<file path="config.mk">
export PLATFORM = sky130hd
export DESIGN_NAME = byte_stream_reassembler_core
export DESIGN_NICKNAME = d
export VERILOG_FILES = /design/src/hw/rtl/bsr_pkg.sv /design/src/hw/rtl/bsr_ctrl.sv /design/src/hw/rtl/bsr_datapath.sv /design/src/hw/rtl/byte_stream_reassembler_core.sv
export SDC_FILE = /design/constraint.sdc
export NUM_CORES = 1
export LEC_CHECK = 0
export BUFFER_PORTS_ARGS = -buffer_cell sky130_fd_sc_hd__buf_2
export CAP_MARGIN = 10
export CORE_ASPECT_RATIO = 1.5
export CORE_MARGIN = 2
export CORE_UTILIZATION = 54
export CTS_CLUSTER_DIAMETER = 100
export DETAILED_ROUTE_END_ITERATION = 8
export GPL_TIMING_DRIVEN = 0
export PLACE_DENSITY = 0.68
export SYNTH_ARGS = -nofsm -noshare
export SYNTH_HDL_FRONTEND = slang
export SYNTH_SLANG_ARGS = --single-unit
</file>
<file path="constraint.sdc">
create_clock -name i_clk -period 9.35 [get_ports i_clk]
set_input_delay 1.87 -clock i_clk [delete_from_list [all_inputs] [get_ports i_clk]]
set_output_delay 1.87 -clock i_clk [all_outputs]
set_load 0.05 [all_outputs]
</file>
<file path="src/hw/rtl/bsr_pkg.sv">
// ============================================================================
// bsr_pkg
// Shared widths, defaults and controller/datapath interface types for the
// byte stream reassembler.
// ============================================================================
package bsr_pkg;

    // Field widths
    localparam int IDX_W   = 64;
    localparam int BYTE_W  = 8;
    localparam int CNT_W   = 7;

    // Default reorder window depth in bytes
    localparam int WINDOW_BYTES_DEF = 64;

    // Packed stream widths
    localparam int S_TDATA_W = 80;   // index, value, free space, one pad bit
    localparam int M_TDATA_W = 16;   // byte, closed, pending count

    // Commands from the controller to the datapath
    typedef struct packed {
        logic load;        // take the input item: end update and window store
        logic scan_step;   // current scan slot extends the run
        logic scan_done;   // commit the run: advance delivery point and count
        logic check;       // evaluate the close condition
        logic emit;        // load the next result into the output register
    } t_cmd;

    // Status from the datapath to the controller
    typedef struct packed {
        logic scan_hit;    // slot under scan is valid and room remains
        logic out_free;    // output register can take a result this cycle
        logic emit_last;   // the next result is the final one of this item
    } t_stat;

endpackage

</file>
<file path="src/hw/rtl/bsr_ctrl.sv">
// ============================================================================
// bsr_ctrl
// Controller for the byte stream reassembler: sequences item intake, the
// run scan over the valid bits, the close check and result delivery.
// ============================================================================
module bsr_ctrl
    import bsr_pkg::*;
(
    input  logic  i_clk,
    input  logic  i_rst_n,
    input  logic  i_s_tvalid,
    output logic  o_s_tready,
    input  t_stat i_stat,
    output t_cmd  o_cmd
);

    localparam logic [1:0] ST_IDLE  = 2'd0;
    localparam logic [1:0] ST_SCAN  = 2'd1;
    localparam logic [1:0] ST_CHECK = 2'd2;
    localparam logic [1:0] ST_EMIT  = 2'd3;

    logic [1:0] r_state;
    logic [1:0] n_state;

    assign o_s_tready = (r_state == ST_IDLE);

    // Next state and command decode
    always_comb begin
        n_state = r_state;
        o_cmd   = '0;
        unique case (r_state)
            ST_IDLE: begin
                if (i_s_tvalid) begin
                    o_cmd.load = 1'b1;
                    n_state    = ST_SCAN;
                end
            end
            ST_SCAN: begin
                if (i_stat.scan_hit) begin
                    o_cmd.scan_step = 1'b1;
                end else begin
                    o_cmd.scan_done = 1'b1;
                    n_state         = ST_CHECK;
                end
            end
            ST_CHECK: begin
                o_cmd.check = 1'b1;
                n_state     = ST_EMIT;
            end
            ST_EMIT: begin
                if (i_stat.out_free) begin
                    o_cmd.emit = 1'b1;
                    if (i_stat.emit_last) begin
                        n_state = ST_IDLE;
                    end
                end
            end
            default: begin
                n_state = ST_IDLE;
            end
        endcase
    end

    // State register
    always_ff @(posedge i_clk) begin
        if (!i_rst_n) begin
            r_state <= ST_IDLE;
        end else begin
            r_state <= n_state;
        end
    end

    // Only one command is ever issued per cycle
    a_one_cmd: assert property (@(posedge i_clk) disable iff (!i_rst_n)
        $onehot0(o_cmd))
        else $error("bsr_ctrl: more than one command in a cycle");

    // A scan always finishes through the close check before delivery
    a_check_follows_scan: assert property (@(posedge i_clk) disable iff (!i_rst_n)
        o_cmd.scan_done |=> o_cmd.check)
        else $error("bsr_ctrl: close check skipped after scan");

    // An item is only taken while no delivery is in progress
    a_load_idle: assert property (@(posedge i_clk) disable iff (!i_rst_n)
        o_cmd.load |=> (r_state == ST_SCAN))
        else $error("bsr_ctrl: item load did not start a scan");

endmodule

</file>
<file path="src/hw/rtl/bsr_datapath.sv">
// ============================================================================
// bsr_datapath
// Datapath for the byte stream reassembler: stream pointers, window byte
// memory with per-slot valid bits, run scan counters and output register.
// ============================================================================
module bsr_datapath
    import bsr_pkg::*;
#(
    parameter int WINDOW_BYTES = WINDOW_BYTES_DEF
) (
    input  logic              i_clk,
    input  logic              i_rst_n,
    input  t_cmd              i_cmd,
    output t_stat             o_stat,
    input  logic [IDX_W-1:0]  i_byte_index,
    input  logic [BYTE_W-1:0] i_byte_value,
    input  logic              i_has_byte,
    input  logic              i_ends_stream,
    input  logic [CNT_W-1:0]  i_free_space,
    input  logic              i_m_tready,
    output logic              o_out_tvalid,
    output logic              o_out_valid,
    output logic [BYTE_W-1:0] o_out_byte,
    output logic              o_out_last,
    output logic              o_out_closed,
    output logic [CNT_W-1:0]  o_out_pending
);

    localparam int SW  = $clog2(WINDOW_BYTES);
    localparam int SW1 = SW + 1;
    localparam logic [CNT_W-1:0] WIN_CNT  = CNT_W'(WINDOW_BYTES);
    localparam logic [SW1-1:0]   WIN_SUM  = SW1'(WINDOW_BYTES);
    localparam logic [SW-1:0]    SLOT_TOP = SW'(WINDOW_BYTES - 1);

    // Stream state
    logic [IDX_W-1:0]        r_next_exp;
    logic [IDX_W-1:0]        r_end_idx;
    logic                    r_end_known;
    logic                    r_closed;
    logic [CNT_W-1:0]        r_count;
    logic [SW-1:0]           r_head;
    logic [WINDOW_BYTES-1:0] r_valid;
    logic [BYTE_W-1:0]       r_mem [WINDOW_BYTES];

    // Per-item working registers
    logic [CNT_W-1:0]        r_fs;
    logic [CNT_W-1:0]        r_run;
    logic [SW-1:0]           r_scan_ptr;
    logic [SW-1:0]           r_rd_ptr;
    logic [CNT_W-1:0]        r_left;

    // Output register
    logic                    r_out_tvalid;
    logic                    r_out_isbyte;
    logic [BYTE_W-1:0]       r_rd_data;
    logic                    r_out_last;
    logic                    r_out_closed;
    logic [CNT_W-1:0]        r_out_pending;

    logic                    w_borrow;
    logic [IDX_W-1:0]        w_diff;
    logic [CNT_W-1:0]        w_cap;
    logic                    w_in_win;
    logic [SW1-1:0]          w_sum;
    logic [SW-1:0]           w_slot;
    logic                    w_store;
    logic                    w_rd_en;

    // Acceptance window: next_expected <= index < next_expected + cap
    assign {w_borrow, w_diff} = {1'b0, i_byte_index} - {1'b0, r_next_exp};
    assign w_cap    = (i_free_space < WIN_CNT) ? i_free_space : WIN_CNT;
    assign w_in_win = !w_borrow && (w_diff[IDX_W-1:CNT_W] == '0)
                      && (w_diff[CNT_W-1:0] < w_cap);

    // Slot of the incoming byte relative to the head slot
    always_comb begin
        w_sum = {1'b0, r_head} + {1'b0, w_diff[SW-1:0]};
        if (w_sum >= WIN_SUM) begin
            w_sum = w_sum - WIN_SUM;
        end
        w_slot = w_sum[SW-1:0];
    end

    assign w_store = i_cmd.load && !r_closed && i_has_byte && w_in_win
                     && !r_valid[w_slot];
    assign w_rd_en = i_cmd.emit && (r_left != '0);

    // Status to controller
    assign o_stat.scan_hit  = r_valid[r_scan_ptr] && (r_run < r_fs);
    assign o_stat.out_free  = !r_out_tvalid || i_m_tready;
    assign o_stat.emit_last = (r_left <= CNT_W'(1));

    // Window byte memory: one write port, one registered read port
    always_ff @(posedge i_clk) begin
        if (w_store) begin
            r_mem[w_slot] <= i_byte_value;
        end
    end

    always_ff @(posedge i_clk) begin
        if (w_rd_en) begin
            r_rd_data <= r_mem[r_rd_ptr];
        end
    end

    // Stream state: end index, delivery point, stored count, close flag
    always_ff @(posedge i_clk) begin
        if (!i_rst_n) begin
            r_next_exp  <= '0;
            r_end_idx   <= '0;
            r_end_known <= 1'b0;
            r_closed    <= 1'b0;
            r_count     <= '0;
            r_head      <= '0;
        end else begin
            if (i_cmd.load && !r_closed && i_ends_stream) begin
                r_end_idx   <= i_byte_index + IDX_W'(i_has_byte);
                r_end_known <= 1'b1;
            end
            if (w_store) begin
                r_count <= r_count + CNT_W'(1);
            end
            if (i_cmd.scan_done) begin
                r_next_exp <= r_next_exp + IDX_W'(r_run);
                r_count    <= r_count - r_run;
                r_head     <= r_scan_ptr;
            end
            if (i_cmd.check && r_end_known && (r_next_exp == r_end_idx)) begin
                r_closed <= 1'b1;
            end
        end
    end

    // Valid bits: set on store, cleared as each byte is read out
    always_ff @(posedge i_clk) begin
        if (!i_rst_n) begin
            r_valid <= '0;
        end else begin
            if (w_store) begin
                r_valid[w_slot] <= 1'b1;
            end
            if (w_rd_en) begin
                r_valid[r_rd_ptr] <= 1'b0;
            end
        end
    end

    // Scan and delivery counters; a run never exceeds the window
    always_ff @(posedge i_clk) begin
        if (i_cmd.load) begin
            r_fs       <= r_closed ? '0 : w_cap;
            r_run      <= '0;
            r_scan_ptr <= r_head;
        end
        if (i_cmd.scan_step) begin
            r_run      <= r_run + CNT_W'(1);
            r_scan_ptr <= (r_scan_ptr == SLOT_TOP) ? '0 : r_scan_ptr + SW'(1);
        end
        if (i_cmd.scan_done) begin
            r_rd_ptr <= r_head;
            r_left   <= r_run;
        end
        if (w_rd_en) begin
            r_rd_ptr <= (r_rd_ptr == SLOT_TOP) ? '0 : r_rd_ptr + SW'(1);
            r_left   <= r_left - CNT_W'(1);
        end
    end

    // Output register
    always_ff @(posedge i_clk) begin
        if (!i_rst_n) begin
            r_out_tvalid <= 1'b0;
        end else if (i_cmd.emit) begin
            r_out_tvalid <= 1'b1;
        end else if (i_m_tready) begin
            r_out_tvalid <= 1'b0;
        end
    end

    always_ff @(posedge i_clk) begin
        if (i_cmd.emit) begin
            r_out_isbyte  <= (r_left != '0);
            r_out_last    <= (r_left <= CNT_W'(1));
            r_out_closed  <= r_closed;
            r_out_pending <= r_count;
        end
    end

    assign o_out_tvalid  = r_out_tvalid;
    assign o_out_valid   = r_out_isbyte;
    assign o_out_byte    = r_out_isbyte ? r_rd_data : '0;
    assign o_out_last    = r_out_last;
    assign o_out_closed  = r_out_closed;
    assign o_out_pending = r_out_pending;

    // Stored count never exceeds the window
    a_count_bound: assert property (@(posedge i_clk) disable iff (!i_rst_n)
        r_count <= WIN_CNT)
        else $error("bsr_datapath: stored count beyond window");

    // Every delivered byte comes from a valid slot
    a_read_valid: assert property (@(posedge i_clk) disable iff (!i_rst_n)
        w_rd_en |-> r_valid[r_rd_ptr])
        else $error("bsr_datapath: read of an empty window slot");

    // A status-only result is always the last of its item
    a_status_last: assert property (@(posedge i_clk) disable iff (!i_rst_n)
        (r_out_tvalid && !r_out_isbyte) |-> r_out_last)
        else $error("bsr_datapath: status result not marked last");

    // Once closed the stream stays closed
    a_closed_sticky: assert property (@(posedge i_clk) disable iff (!i_rst_n)
        ($past(i_rst_n) && $past(r_closed)) |-> r_closed)
        else $error("bsr_datapath: closed stream reopened");

endmodule

</file>
<file path="src/hw/rtl/byte_stream_reassembler_core.sv">
// ============================================================================
// byte_stream_reassembler_core
// Rebuilds an in-order byte stream from indexed bytes that arrive out of
// order, holding early bytes in a reorder window until the gap fills.
// ============================================================================
//
//  Port group  Dir  tdata (low bit up)                      tuser      tlast
//  s (item)    in   byte_index, byte_value, free_space,pad  has_byte   ends_stream
//  m (result)  out  out_byte, stream_closed, pending_count  out_valid  last_of_run
//
//  An item runs from intake through the valid-bit scan and the close check to
//  its last result entering the output register: the scan walks one slot a
//  cycle, then the window memory's single read port yields one byte a cycle
//  while the output register is free (a status-only item yields one result).
//  Reset is synchronous and active low; all valid bits clear at once, no
//  clearing pass. A stalled result holds in the output register; the next
//  item is taken once the final result of the current one is registered.
//
module byte_stream_reassembler_core
    import bsr_pkg::*;
#(
    parameter int WINDOW_BYTES = WINDOW_BYTES_DEF
) (
    input  logic                 i_clk,
    input  logic                 i_rst_n,
    input  logic                 i_s_tvalid,
    output logic                 o_s_tready,
    input  logic [S_TDATA_W-1:0] i_s_tdata,   // byte_index[63:0], byte_value[71:64],
                                              // free_space[78:72], pad[79]
    input  logic                 i_s_tuser,   // has_byte
    input  logic                 i_s_tlast,
    output logic                 o_m_tvalid,
    input  logic                 i_m_tready,
    output logic [M_TDATA_W-1:0] o_m_tdata,   // out_byte[7:0], stream_closed[8],
                                              // pending_count[15:9]
    output logic                 o_m_tuser,   // out_valid
    output logic                 o_m_tlast
);

    t_cmd              w_cmd;
    t_stat             w_stat;
    logic [BYTE_W-1:0] w_out_byte;
    logic              w_out_closed;
    logic [CNT_W-1:0]  w_out_pending;

    // Sequencer
    bsr_ctrl u_ctrl (
        .i_clk      (i_clk),
        .i_rst_n    (i_rst_n),
        .i_s_tvalid (i_s_tvalid),
        .o_s_tready (o_s_tready),
        .i_stat     (w_stat),
        .o_cmd      (w_cmd)
    );

    // Window, pointers and output register
    bsr_datapath #(
        .WINDOW_BYTES (WINDOW_BYTES)
    ) u_datapath (
        .i_clk         (i_clk),
        .i_rst_n       (i_rst_n),
        .i_cmd         (w_cmd),
        .o_stat        (w_stat),
        .i_byte_index  (i_s_tdata[IDX_W-1:0]),
        .i_byte_value  (i_s_tdata[IDX_W+BYTE_W-1:IDX_W]),
        .i_has_byte    (i_s_tuser),
        .i_ends_stream (i_s_tlast),
        .i_free_space  (i_s_tdata[IDX_W+BYTE_W+CNT_W-1:IDX_W+BYTE_W]),
        .i_m_tready    (i_m_tready),
        .o_out_tvalid  (o_m_tvalid),
        .o_out_valid   (o_m_tuser),
        .o_out_byte    (w_out_byte),
        .o_out_last    (o_m_tlast),
        .o_out_closed  (w_out_closed),
        .o_out_pending (w_out_pending)
    );

    // Result packing
    assign o_m_tdata = {w_out_pending, w_out_closed, w_out_byte};

endmodule

</file>
==> metrics.txt <==
# TYPE chip_impl_metric gauge
chip_impl_info{name="min-delay-path-class",value="register to register"} 1
chip_impl_metric{name="fin_nets",unit=""} 3717
chip_impl_metric{name="post-route-period-util",unit="%"} 98.1
chip_impl_info{name="run_status",value="finished clean"} 1
chip_impl_metric{name="yosysUniqueCellTypes",unit=""} 81
chip_impl_metric{name="die_width",unit="microns"} 221
chip_impl_metric{name="worst_clock_skew",unit="ns"} 0.0388
chip_impl_metric{name="worst_slew_margin_rel",unit="%"} 12.8
chip_impl_metric{name="grt_max_degree",unit=""} 65
chip_impl_metric{name="post-cts-setup-buffers",unit=""} 0
chip_impl_metric{name="syn_avg_cell_area",unit="sq um"} 11.5
chip_impl_metric{name="route.final.wire_length",unit="microns"} 146000
chip_impl_metric{name="max-clock-path-buffers",unit=""} 3
chip_impl_info{name="setup.worst_path.class",value="primary input to register"} 1
chip_impl_metric{name="ctsResizeCount",unit=""} 0
chip_impl_metric{name="cts_hold_repair.buffers",unit=""} 0
chip_impl_metric{name="grt_antenna_before_repair",unit=""} 5
chip_impl_metric{name="max_cap_viol_count",unit=""} 0
chip_impl_metric{name="final_antenna_net_count",unit=""} 0
chip_impl_metric{name="synth_async_sr_flop_share",unit="%"} 0
chip_impl_metric{name="post-place-ws",unit="ns"} -0.346
chip_impl_info{name="endpoint_kind",value="register"} 1
chip_impl_metric{name="final.min_clock_period",unit="ns"} 9.17
chip_impl_metric{name="start_util",unit="%"} 54.4
chip_impl_metric{name="insertion_delay",unit="ns"} 0.66
chip_impl_metric{name="crit_required",unit="ns"} 9.60
chip_impl_metric{name="synth_enable_flop_cells",unit=""} 563
chip_impl_metric{name="report.final.setup_viol",unit=""} 0
chip_impl_metric{name="globalRouteTotalUtil",unit="%"} 39.1
chip_impl_metric{name="area.growth.synth_to_final",unit="%"} 12.6
chip_impl_metric{name="remaining_drc_errors",unit=""} 0
chip_impl_metric{name="synthesis.area",unit="sq mm"} 0.0381
chip_impl_metric{name="cts-buffers-inserted",unit=""} 74
chip_impl_metric{name="power.density_cell_area",unit="mW/mm^2"} 245
chip_impl_metric{name="num_rows",unit=""} 119
chip_impl_metric{name="floorplan.core_area",unit="sq mm"} 0.0700
chip_impl_info{name="root_buffer",value="clkbuf_16"} 1
chip_impl_metric{name="floorplan.die.height",unit="microns"} 329
chip_impl_metric{name="arrival",unit="ns"} 9.43
chip_impl_metric{name="gr-total-overflow",unit=""} 0
chip_impl_metric{name="timing_worst_slew_pin_value",unit="ns"} 1.31
chip_impl_metric{name="cp_max_fo",unit=""} 10
chip_impl_metric{name="report.final.slew_viol_count",unit=""} 0
chip_impl_metric{name="p_leak",unit="nW"} 14.8
chip_impl_metric{name="die_area",unit="sq mm"} 0.0727
chip_impl_metric{name="fmax",unit="MHz"} 109
chip_impl_metric{name="fillerInstances",unit=""} 5651
chip_impl_info{name="critPathTopFamily",value="simple AND/OR/NAND/NOR gates"} 1
chip_impl_metric{name="grt_pass1_vias",unit=""} 30000
chip_impl_metric{name="irDropWorstVdd",unit="mV"} 0.213
chip_impl_metric{name="cts.clk_slew.worst_paths",unit="ns"} 0.06
chip_impl_metric{name="mappedNetlistNets",unit=""} 3498
chip_impl_metric{name="yosys_warnings",unit=""} 0
chip_impl_info{name="nature_of_the_critical_path_startpoint",value="primary input"} 1
chip_impl_metric{name="share_of_layout_cells_above_drive_strength_1",unit="%"} 11.9
chip_impl_info{name="critical_path.cell_chain",value="buf_2 > inv_1 > ha_1 > fa_1 > fa_1 > clkbuf_1 > buf_1 > mux4_2 > a22oi_1 > nand3_1 > nand3_1 > o211ai_1 > a21oi_1 > nand4_1 > nor4_1 > nand4_1 > or2_1 > buf_6 > buf_6 > nor3_2"} 1
chip_impl_metric{name="finish.cell_count_without_fillers",unit=""} 4493
chip_impl_metric{name="h-tree-depth",unit=""} 3
chip_impl_metric{name="gpl.final_weighted_congestion",unit=""} 1.04
chip_impl_info{name="cts_tree",value="done"} 1
chip_impl_metric{name="dp_hpwl",unit="microns"} 109000
chip_impl_metric{name="post-route-worst-setup-slack",unit="ns"} 0.177
chip_impl_info{name="unrepaired_setup_endpoints_after_global_routing",value="no"} 1
chip_impl_metric{name="ys_ff_latch",unit=""} 773
chip_impl_metric{name="dr_total_vias",unit=""} 30600
chip_impl_info{name="cp_slowest_cell",value="nor3_2"} 1
chip_impl_metric{name="port-buffer-count",unit=""} 103
chip_impl_metric{name="dr.pass1.iters",unit=""} 7
chip_impl_metric{name="grt_first_pass_wirelength",unit="microns"} 205000
chip_impl_metric{name="setup-tns-final",unit="ns"} 0
chip_impl_metric{name="critical-path-max-stage-delay",unit="ns"} 1.00
chip_impl_metric{name="wl_per_cell",unit="microns"} 32.4
chip_impl_metric{name="cts_num_sinks",unit=""} 773
chip_impl_metric{name="dpl.cell_count",unit=""} 4351
chip_impl_metric{name="synth.yosys.seq_area_share",unit="%"} 55.4
chip_impl_metric{name="vias_per_cell",unit=""} 6.81
chip_impl_info{name="ys.flop_type",value="edfxtp_1"} 1
chip_impl_metric{name="first_iter_violations",unit=""} 3544
chip_impl_metric{name="synthCells",unit=""} 3303
chip_impl_metric{name="timing_hold_violations_final",unit=""} 0
chip_impl_metric{name="io_pins",unit=""} 106
chip_impl_metric{name="worst-path-buf-inv",unit=""} 6
==> flip-flops by register name, summed over array words and instances (netlist names), 2 cells and up <==
name and flops:
u_ctrl.r_state 2, u_datapath.r_scan_ptr 6, u_datapath.r_next_exp 64, u_datapath.r_left 7, u_datapath.r_fs 7, u_datapath.r_end_idx 64
u_datapath.r_rd_ptr 6, u_datapath.r_head 6, u_datapath.r_mem 512, u_datapath.r_valid 64, u_datapath.r_count 7, u_datapath.o_out_pending 7
u_datapath.r_run 7, u_datapath.r_rd_data 8
==> Yosys cell counts (all sizes together) (17+ instances only) <==
cell / number / area [sq um]
nor2b: 18 / 113
nand3: 96 / 480
nor2: 126 / 473
o21a: 24 / 180
mux2i: 18 / 180
a21o: 33 / 248
nor4: 30 / 188
xor2: 68 / 596
o221a: 62 / 698
or3: 39 / 244
o21ai: 121 / 606
nor3: 110 / 701
dfxtp: 210 / 4200
o21bai: 17 / 128
inv: 125 / 469
ha: 105 / 1310
a31oi: 40 / 250
a21boi: 28 / 210
mux4: 34 / 777
a211oi: 18 / 145
edfxtp: 563 / 16900
a221oi: 44 / 385
clkbuf: 142 / 533
a21oi: 129 / 646
a22o: 42 / 368
a22oi: 188 / 1410
and2: 66 / 413
nand2: 279 / 1050
buf: 44 / 219
and3: 28 / 175
xnor2: 126 / 1100
o211a: 67 / 671
nand4: 97 / 607
==> stage by stage <==
step	hold WS, ns	util (%)	instance area, sq um	power (W)
6_report	0.435	61.3	42900	0.0105
5_1_grt	0.449	61.3	42900	0.0107
4_1_cts	0.439	61.2	42900	0.0104
3_5_place_dp	0.424	57.6	40300	0.00730
3_3_place_gp	0.414	56.8	39700	0.00718
2_1_floorplan	0.406	-	38100	0.00591
==> final timing paths <==
kind | startpoint | to | slack (ns) | depth (start not counted)
worst max-delay path | i_s_tdata[0] | u_datapath.r_mem[55][3]$_DFFE_PP_ | 0.18 | 20
worst min-delay path | u_datapath.r_closed$_SDFFE_PN0P_ | u_datapath.o_out_closed$_DFFE_PP_ | 0.43 | 0
worst max register to register | u_datapath.r_next_exp[0]$_SDFFE_PN0P_ | u_datapath.r_mem[55][3]$_DFFE_PP_ | 1.18 | 18
worst min register to register | u_datapath.r_closed$_SDFFE_PN0P_ | u_datapath.o_out_closed$_DFFE_PP_ | 0.43 | 0
==> cell usage in the layout (no fill, tap or decap), drive strengths merged, types with 97 or more instances in the layout <==
cell type and count:
o21ai 121, buf 186, nand2 279, nor3 110, edfxtp 563, ha 105, dfxtp 210, xnor2 126
a21oi 129, inv 130, nor2 126, a22oi 188, nand4 97, clkbuf 247
==> where the power goes <==
part | switching (W) | leakage [nW] | internal [W]
sequential | 0.000147 | 6.79 | 0.00385
combinational | 0.00243 | 6.78 | 0.000921
clock | 0.00137 | 1.24 | 0.00177
total | 0.00394 | 14.8 | 0.00655
==> cells by family after synthesis <==
logic type | after synthesis | share of synthesized area (%)
xor gates and xnor gates | 195 | 4.52
muxes | 59 | 2.72
buffers and inverters | 312 | 3.22
adders and majority gates | 109 | 3.66
AOI/OAI and AO/OA | 901 | 17.5
DFF | 773 | 55.4
and+or+nand+nor | 954 | 12.9
==> area by class of cell <==
cell class                 instances  area [sq um]  area share, %
sequential                       773         21100           49.2
multi-input combinational       2218         15900           37.2
clock buffer                     104          2200           5.14
tap                              907          1130           2.65
timing repair buffer             143           951           2.22
buffer                           186           752           1.75
inverter                         126           473           1.10
clock inverter                    33           313          0.729
antenna                            3          7.51         0.0175
==> metal layers <==
metal | vias to the layer above | share of wire (%) | GRT usage (%)
met1 | 14900 | 32 | 40.2
met4 | 2 | 11 | 36.7
met5 | - | 0.0089 | 0.129
met3 | 615 | 7.4 | 5.61
met2 | 1883 | 50 | 68.7
li1 | 13200 | - | -
No activity file was read; power rests on OpenSTA's default activity.
